**config.mk**
```make
export PLATFORM = sky130hd
export DESIGN_NAME = clock_offset_tracker_beat_dedup_core
export DESIGN_NICKNAME = d
export VERILOG_FILES = /design/src/rtl/cotbd_pkg.sv /design/src/rtl/cotbd_offset_unit.sv /design/src/rtl/clock_offset_tracker_beat_dedup_core.sv
export VERILOG_INCLUDE_DIRS = /design/src /design/src/rtl
export SDC_FILE = /design/constraint.sdc
export NUM_CORES = 2
export LEC_CHECK = 0
export ABC_AREA = 1
export BUFFER_PORTS_ARGS = -buffer_cell sky130_fd_sc_hd__clkbuf_2
export CAP_MARGIN = 40
export CORE_MARGIN = 5
export CORE_UTILIZATION = 45
export CTS_BUF_LIST = sky130_fd_sc_hd__clkbuf_4 sky130_fd_sc_hd__clkbuf_8 sky130_fd_sc_hd__clkbuf_16
export DETAILED_ROUTE_END_ITERATION = 10
export PLACE_DENSITY = 0.71
export SYNTH_ARGS = -nofsm -noshare
export SYNTH_HDL_FRONTEND = slang
export SYNTH_SLANG_ARGS = --single-unit
```
**constraint.sdc**
```tcl
create_clock -name aclk -period 12.05 [get_ports aclk]
set_input_delay 2.41 -clock aclk [delete_from_list [all_inputs] [get_ports aclk]]
set_output_delay 2.41 -clock aclk [all_outputs]
set_load 0.1 [all_outputs]
```
**src/rtl/clock_offset_tracker_beat_dedup_core_defines.svh**
```systemverilog
// assertion macros shared by the clock offset tracker rtl
`ifndef CLOCK_OFFSET_TRACKER_BEAT_DEDUP_CORE_DEFINES_SVH
`define CLOCK_OFFSET_TRACKER_BEAT_DEDUP_CORE_DEFINES_SVH

`ifndef SYNTH
// same-cycle implication, checked out of reset
`define COTBD_ASSERT_NOW(label, clk, rstn, ante, cons) \
    label: assert property (@(posedge clk) disable iff (!(rstn)) (ante) |-> (cons)) \
        else $error("assertion failed");
// next-cycle implication, checked out of reset
`define COTBD_ASSERT_NEXT(label, clk, rstn, ante, cons) \
    label: assert property (@(posedge clk) disable iff (!(rstn)) (ante) |=> (cons)) \
        else $error("assertion failed");
`else
`define COTBD_ASSERT_NOW(label, clk, rstn, ante, cons)
`define COTBD_ASSERT_NEXT(label, clk, rstn, ante, cons)
`endif

`endif

```
**src/rtl/cotbd_pkg.sv**
```systemverilog
// types and constants of the clock offset tracker
`timescale 1ns / 1ps

package cotbd_pkg;

    // weight of one in q1.16
    localparam logic [16:0] ALPHA_ONE = 17'h10000;
    // saturation value of the sample count
    localparam logic [15:0] COUNT_MAX = 16'hFFFF;

    // register reset values
    localparam logic [16:0] EMA_ALPHA_RST     = 17'd13107;
    localparam logic [16:0] EMA_ALPHA_DUP_RST = 17'd3277;
    localparam logic [7:0]  MIN_SAMPLES_RST   = 8'd4;
    localparam logic [15:0] SNAP_THR_RST      = 16'd1000;

    // register indexes of the configuration port
    localparam logic [7:0] CFG_EMA_ALPHA     = 8'd0;
    localparam logic [7:0] CFG_EMA_ALPHA_DUP = 8'd1;
    localparam logic [7:0] CFG_MIN_SAMPLES   = 8'd2;
    localparam logic [7:0] CFG_SNAP_THR      = 8'd3;

    // message kinds
    localparam logic OP_CONTROL = 1'b0;
    localparam logic OP_BEAT    = 1'b1;

    typedef struct packed {
        logic        operation;
        logic [31:0] master_time_ms;
        logic [31:0] local_time_ms;
        logic [15:0] beat_number;
        logic [31:0] play_at_ms;
    } in_item_t;

    typedef struct packed {
        logic signed [31:0] offset_ms;
        logic               converged;
        logic               snapped;
        logic               duplicate;
        logic               performer_restart;
        logic               pending_valid;
        logic [15:0]        pending_beat_number;
        logic [31:0]        pending_play_ms;
        logic [31:0]        pending_queued_ms;
        logic [31:0]        last_beat_local_ms;
    } out_item_t;

    // result of the offset unit
    typedef struct packed {
        logic signed [31:0] offset;
        logic               snap;
    } offset_upd_t;

endpackage

```
**src/rtl/cotbd_offset_unit.sv**
```systemverilog
// offset update: sample, snap test and q1.16 moving average
`timescale 1ns / 1ps

module cotbd_offset_unit (
    input  logic [31:0]          master_time_ms,
    input  logic [31:0]          local_time_ms,
    input  logic signed [31:0]   prev_offset,
    input  logic                 first_sample,
    input  logic [16:0]          alpha,
    input  logic [15:0]          snap_thr,
    output cotbd_pkg::offset_upd_t upd
);

    logic signed [31:0] sample;
    logic signed [32:0] jump;
    logic signed [32:0] thr_pos;
    logic signed [32:0] thr_neg;
    logic               over;
    logic [16:0]        alpha_eff;
    logic signed [17:0] alpha_s;
    logic signed [17:0] delta;
    logic signed [35:0] prod;
    logic signed [33:0] quot;
    logic               round_up;
    logic signed [33:0] ema;

    // sample and exact jump from the estimate
    assign sample  = signed'(master_time_ms - local_time_ms);
    assign jump    = {sample[31], sample} - {prev_offset[31], prev_offset};
    assign thr_pos = signed'({17'd0, snap_thr});
    assign thr_neg = -thr_pos;
    assign over    = (jump > thr_pos) || (jump < thr_neg);

    // weight limited to one
    assign alpha_eff = alpha[16] ? cotbd_pkg::ALPHA_ONE : alpha;
    assign alpha_s   = signed'({1'b0, alpha_eff});

    // without a snap the jump fits 17 bits signed
    assign delta = jump[17:0];
    assign prod  = alpha_s * delta;

    // prev + a*d/65536 truncated toward zero
    assign quot     = {{2{prev_offset[31]}}, prev_offset}
                      + {{14{prod[35]}}, prod[35:16]};
    assign round_up = quot[33] && (prod[15:0] != 16'd0);
    assign ema      = quot + {33'd0, round_up};

    // pick the new estimate
    always_comb begin
        upd.snap = 1'b0;
        if (first_sample) begin
            upd.offset = sample;
        end else if (over) begin
            upd.offset = sample;
            upd.snap   = 1'b1;
        end else begin
            upd.offset = ema[31:0];
        end
    end

endmodule

```
**src/rtl/clock_offset_tracker_beat_dedup_core.sv**
```systemverilog
// top level of the clock offset tracker with beat de-duplication
//
//  channel | ports                                   | payload
//  --------+-----------------------------------------+----------------------
//  input   | s_valid, s_ready, s_data                | one received message
//  result  | m_valid, m_ready, m_data                | one result per message
//  config  | cfg_valid, cfg_ready, cfg_index, cfg_data | register writes
//
// one message per cycle sustained while results are taken: input register,
// one pass of logic through the 17x18 weight multiply and the estimate add,
// then the result register, which holds the result until it is taken.
// reset is synchronous and active low; it clears all tracking state and
// loads the register defaults. config is always ready.
// a stalled result holds the result register; the input register still
// takes one message, then s_ready drops until the result is taken.
`timescale 1ns / 1ps
`include "clock_offset_tracker_beat_dedup_core_defines.svh"

module clock_offset_tracker_beat_dedup_core (
    input  logic                 aclk,
    input  logic                 aresetn,
    input  logic                 s_valid,
    output logic                 s_ready,
    input  cotbd_pkg::in_item_t  s_data,
    output logic                 m_valid,
    input  logic                 m_ready,
    output cotbd_pkg::out_item_t m_data,
    input  logic                 cfg_valid,
    output logic                 cfg_ready,
    input  logic [7:0]           cfg_index,
    input  logic [31:0]          cfg_data
);

    // configuration registers
    logic [16:0] alpha_reg;
    logic [16:0] alpha_dup_reg;
    logic [7:0]  min_samples_reg;
    logic [15:0] snap_thr_reg;

    // pipeline registers
    logic                 in_vld_reg;
    cotbd_pkg::in_item_t  in_reg;
    logic                 out_vld_reg;
    cotbd_pkg::out_item_t out_reg;

    // tracking state
    logic signed [31:0] offset_reg,        offset_next;
    logic [15:0]        count_reg,         count_next;
    logic               conv_reg,          conv_next;
    logic               have_first_reg,    have_first_next;
    logic [15:0]        last_bn_reg,       last_bn_next;
    logic               pend_reg,          pend_next;
    logic [15:0]        pend_bn_reg,       pend_bn_next;
    logic [31:0]        pend_play_reg,     pend_play_next;
    logic [31:0]        pend_queued_reg,   pend_queued_next;
    logic [31:0]        last_beat_reg,     last_beat_next;

    logic                   advance;
    logic                   is_beat;
    logic                   dup_match;
    logic                   dup;
    logic [16:0]            alpha_sel;
    logic [15:0]            count_base;
    cotbd_pkg::offset_upd_t upd;
    cotbd_pkg::out_item_t   res;

    // handshakes
    assign advance   = in_vld_reg && (!out_vld_reg || m_ready);
    assign s_ready   = !in_vld_reg || advance;
    assign m_valid   = out_vld_reg;
    assign m_data    = out_reg;
    assign cfg_ready = 1'b1;

    // configuration writes
    always_ff @(posedge aclk) begin
        if (!aresetn) begin
            alpha_reg       <= cotbd_pkg::EMA_ALPHA_RST;
            alpha_dup_reg   <= cotbd_pkg::EMA_ALPHA_DUP_RST;
            min_samples_reg <= cotbd_pkg::MIN_SAMPLES_RST;
            snap_thr_reg    <= cotbd_pkg::SNAP_THR_RST;
        end else if (cfg_valid) begin
            case (cfg_index)
                cotbd_pkg::CFG_EMA_ALPHA:     alpha_reg       <= cfg_data[16:0];
                cotbd_pkg::CFG_EMA_ALPHA_DUP: alpha_dup_reg   <= cfg_data[16:0];
                cotbd_pkg::CFG_MIN_SAMPLES:   min_samples_reg <= cfg_data[7:0];
                cotbd_pkg::CFG_SNAP_THR:      snap_thr_reg    <= cfg_data[15:0];
                default: ;
            endcase
        end
    end

    // input register
    always_ff @(posedge aclk) begin
        if (!aresetn) begin
            in_vld_reg <= 1'b0;
        end else if (s_valid && s_ready) begin
            in_vld_reg <= 1'b1;
        end else if (advance) begin
            in_vld_reg <= 1'b0;
        end
    end

    always_ff @(posedge aclk) begin
        if (s_valid && s_ready) begin
            in_reg <= s_data;
        end
    end

    // duplicate check and weight choice
    assign is_beat   = (in_reg.operation == cotbd_pkg::OP_BEAT);
    assign dup_match = is_beat && have_first_reg && (in_reg.beat_number == last_bn_reg);
    assign alpha_sel = dup_match ? alpha_dup_reg : alpha_reg;

    cotbd_offset_unit u_offset (
        .master_time_ms (in_reg.master_time_ms),
        .local_time_ms  (in_reg.local_time_ms),
        .prev_offset    (offset_reg),
        .first_sample   (count_reg == 16'd0),
        .alpha          (alpha_sel),
        .snap_thr       (snap_thr_reg),
        .upd            (upd)
    );

    assign dup        = dup_match && !upd.snap;
    assign count_base = upd.snap ? 16'd0 : count_reg;

    // next tracking state
    always_comb begin
        offset_next      = upd.offset;
        count_next       = (count_base == cotbd_pkg::COUNT_MAX) ? count_base
                                                                : count_base + 16'd1;
        conv_next        = (conv_reg && !upd.snap)
                           || (count_next >= {8'd0, min_samples_reg});
        have_first_next  = have_first_reg && !upd.snap;
        last_bn_next     = upd.snap ? 16'd0 : last_bn_reg;
        pend_next        = pend_reg && !upd.snap;
        pend_bn_next     = pend_bn_reg;
        pend_play_next   = pend_play_reg;
        pend_queued_next = pend_queued_reg;
        last_beat_next   = last_beat_reg;
        if (is_beat) begin
            if (!dup) begin
                pend_next        = 1'b1;
                pend_bn_next     = in_reg.beat_number;
                pend_play_next   = in_reg.play_at_ms;
                pend_queued_next = in_reg.local_time_ms;
                last_bn_next     = in_reg.beat_number;
                have_first_next  = 1'b1;
            end
            last_beat_next = in_reg.local_time_ms;
        end
    end

    // result assembly
    always_comb begin
        res.offset_ms           = offset_next;
        res.converged           = conv_next;
        res.snapped             = upd.snap;
        res.duplicate           = dup;
        res.performer_restart   = upd.snap;
        res.pending_valid       = pend_next;
        res.pending_beat_number = pend_bn_next;
        res.pending_play_ms     = pend_play_next;
        res.pending_queued_ms   = pend_queued_next;
        res.last_beat_local_ms  = last_beat_next;
    end

    // state update
    always_ff @(posedge aclk) begin
        if (!aresetn) begin
            offset_reg      <= '0;
            count_reg       <= '0;
            conv_reg        <= 1'b0;
            have_first_reg  <= 1'b0;
            last_bn_reg     <= '0;
            pend_reg        <= 1'b0;
            pend_bn_reg     <= '0;
            pend_play_reg   <= '0;
            pend_queued_reg <= '0;
            last_beat_reg   <= '0;
        end else if (advance) begin
            offset_reg      <= offset_next;
            count_reg       <= count_next;
            conv_reg        <= conv_next;
            have_first_reg  <= have_first_next;
            last_bn_reg     <= last_bn_next;
            pend_reg        <= pend_next;
            pend_bn_reg     <= pend_bn_next;
            pend_play_reg   <= pend_play_next;
            pend_queued_reg <= pend_queued_next;
            last_beat_reg   <= last_beat_next;
        end
    end

    // result register
    always_ff @(posedge aclk) begin
        if (!aresetn) begin
            out_vld_reg <= 1'b0;
        end else if (advance) begin
            out_vld_reg <= 1'b1;
        end else if (m_ready) begin
            out_vld_reg <= 1'b0;
        end
    end

    always_ff @(posedge aclk) begin
        if (advance) begin
            out_reg <= res;
        end
    end

    // checks
    `COTBD_ASSERT_NOW(a_snap_not_dup, aclk, aresetn, advance && upd.snap, !dup)
    `COTBD_ASSERT_NOW(a_dup_has_pending, aclk, aresetn, advance && dup, pend_reg)
    `COTBD_ASSERT_NEXT(a_count_nonzero, aclk, aresetn, advance, count_reg != 16'd0)
    `COTBD_ASSERT_NEXT(a_result_loaded, aclk, aresetn, advance, out_vld_reg)

endmodule
```
==> results.yml <==
final_layout:
  largest_reg_flops: 148
  final_common_cell: "nand2_1"
  utilization_pct: 58.4
  drive_above_1_share_pct: 24.5
  nNetsFinal: 6289
  design_area_mm2: 0.0488
  mostFrequentLayoutCells: "nand2_1, inv_1, buf_4"
  syn_to_final_growth_pct: 29.2
floorplan:
  start_util_pct: 45.2
  die_h_um: 300
  die_x_um: 300
  die-area_mm2: 0.0897
  ios: 310
  rows: 106
  coreArea_mm2: 0.0834
critical_path:
  slowest_delay_ns: 0.54
  cp_slowest_cell: "fa_1"
  cp_data_arrival_time_ns: 13.28
  critPathRequiredTime_ns: 12.59
  end_kind: "register"
  cp_num_buf_inv: 27
  crit_family: "adder cells"
  cp-start-kind: "register"
  cp_common_cell: "buf_4"
  worstPathMaxFanout: 4
  critical_path_class: "reg2reg"
sta:
  whs_ns: 0.446
  max_freq_ghz: 0.0785
  worst_pin_slew_ns: 0.916
  slew_headroom_pct: 39.0
  fin_skew_ns: 0.0703
  setup_ws_ns: -0.695
  min_period_ns: 12.75
  drv_slew: 0
  final-setup-viol-count: 31
  period_share_pct: 106
  rsz0062_at_grt: "true"
  hold_violations: 0
status:
  status: "finished, violations left"
  violations: "negative setup slack"
place:
  routabilityCongestion: 0.975
  io_buffers: 293
  dpl_cell_area_mm2: 0.0445
  hpwl_um: 88400
synthesis:
  yosysSeqAreaShare_pct: 33.5
  synth_edf_count: 261
  ys_warn_count: 0
  ys_seq_elements: 500
  syn_inst: 4756
  ys_types: 58
  async_reset_ff_share_pct: 0
  syn-cell-area_mm2: 0.0377
  ys.flop_type: "edfxtp_1"
  synth_fp_nets: 5445
  syn_area_per_cell_um2: 7.93
detailed_routing:
  routed_via_density: 5.13
  drt_pass1_iterations: 6
  ant_nets: 0
  drt_iter0_drc: 2694
  dr_total_vias: 34500
  wl_per_cell_um: 17.2
  totalWireLength_um: 116000
  drc_errors: 0
clock_tree:
  cts_buffers: 54
  clkTransAtPathRegs_ns: 0.07
  cts_sinks: 500
  cts_tree: "yes"
  cts_hold_buf: 0
  clk_latency_ns: 0.65
  clockBufferDepth: 3
  cts-root-buf: "clkbuf_16"
  h-tree-depth: 2
global_route:
  grt_usage_pct: 25.1
  grt_busiest_layer: "met2"
  grt_max_degree: 107
  antenna_found_initial: 6
  grt_pass1_wl_um: 181000
  grt_overflow: 0
  use_met3_pct: 4.83
  grt_pass1_vias: 34100
  use_met1_pct: 30.9
  met2_usage_pct: 44.0
job:
  maxCapViolCount: 0
worst_hold_path:
  hp-class: "reg2reg"
[path summary, 6_finish.rpt]
path / start / slack (ns) / endpoint / depth (start not counted)
setup / recovery: in_reg[49] / -0.70 / offset_reg[6] / 78
hold / removal: last_beat_reg[12] / 0.45 / last_beat_reg[12] / 2
setup reg to reg: in_reg[49] / -0.70 / offset_reg[6] / 78
hold reg to reg: last_beat_reg[12] / 0.45 / last_beat_reg[12] / 2
[worst register-to-register path, delay by kind of cell (launching register included)]
kind	cells	cell delay, ns
adders and majority gates	12	4.52
buffers and inverters	27	2.72
AOI/OAI and AO/OA	14	2.45
and+or+nand+nor	22	2.19
xor gates and xnor gates	3	0.45
DFF	1	0.36
[cell families after synthesis]
kind of cell             synth area share [%]
flip-flops                               33.5
buffers and inverters                    11.0
other                                 0.00994
AO/OA/AOI/OAI                            11.7
adder cells (fa/ha/maj)                  22.4
XOR/XNOR                                 2.87
multiplexers                            0.478
AND/OR/NAND/NOR                          18.0
[per-layer routing]
layer | part of all wire, % | up-vias
li1 | - | 16800
met1 | 40 | 16300
met2 | 49 | 1129
met3 | 7.2 | 286
met4 | 4.5 | 6
met5 | 0.040 | -
[stage by stage]
| step | setup TNS (ns) | worst slack [ns] | instances |
|---|---|---|---|
| 2_1_floorplan | 0 | 0.00132 | 4756 |
| 3_3_place_gp | -36.04 | -1.42 | 6515 |
| 3_5_place_dp | -42.04 | -1.55 | 6522 |
| 4_1_cts | -12.48 | -0.648 | 6699 |
| 5_1_grt | -42.53 | -1.38 | 6725 |
| 6_report | -14.69 | -0.695 | 6727 |
[Yosys cell counts, drive strengths merged (5+ instances only)]
cell type  count  area, um2
a21boi        14        105
a21o           8       60.1
a21oi        307       1540
a31oi          9       56.3
and2           8       50.1
buf           19        108
clkbuf       128        480
clkinv        10       37.5
dfxtp        239       4780
edfxtp       261       7840
fa           243       4860
ha           288       3600
inv          938       3520
mux2          16        180
nand2        969       3650
nand3        131        656
nand3b        10       78.8
nand4         38        238
nor2         423       1610
nor3          43        220
nor4          25        156
o211ai        25        188
o21a          17        128
o21ai        396       1990
o21bai        15        113
o221ai         5       43.8
o31ai          6       45.0
or2           19        119
xnor2         30        270
xor2          92        813
[area by class of cell]
type                    count  area [um2]
multi-input cells        3161       22600
diodes                      3        7.51
inverters                 948        3580
well taps                1080        1350
clock buffers              73        1540
flip-flops and latches    500       12600
fillers                  7212       34700
clock inverters            27         390
repair buffers            935        6620
[repair_timing]
action / in CTS / in global routing
resized for setup: 241 / 120
pin swaps: 163 / 134
setup buffers: 81 / 29
setup endpoints to repair: 60 / 61
Power is left out: the tool's default activity adds up to more than one toggle a clock period on the data nets, which glitch-free logic cannot reach.
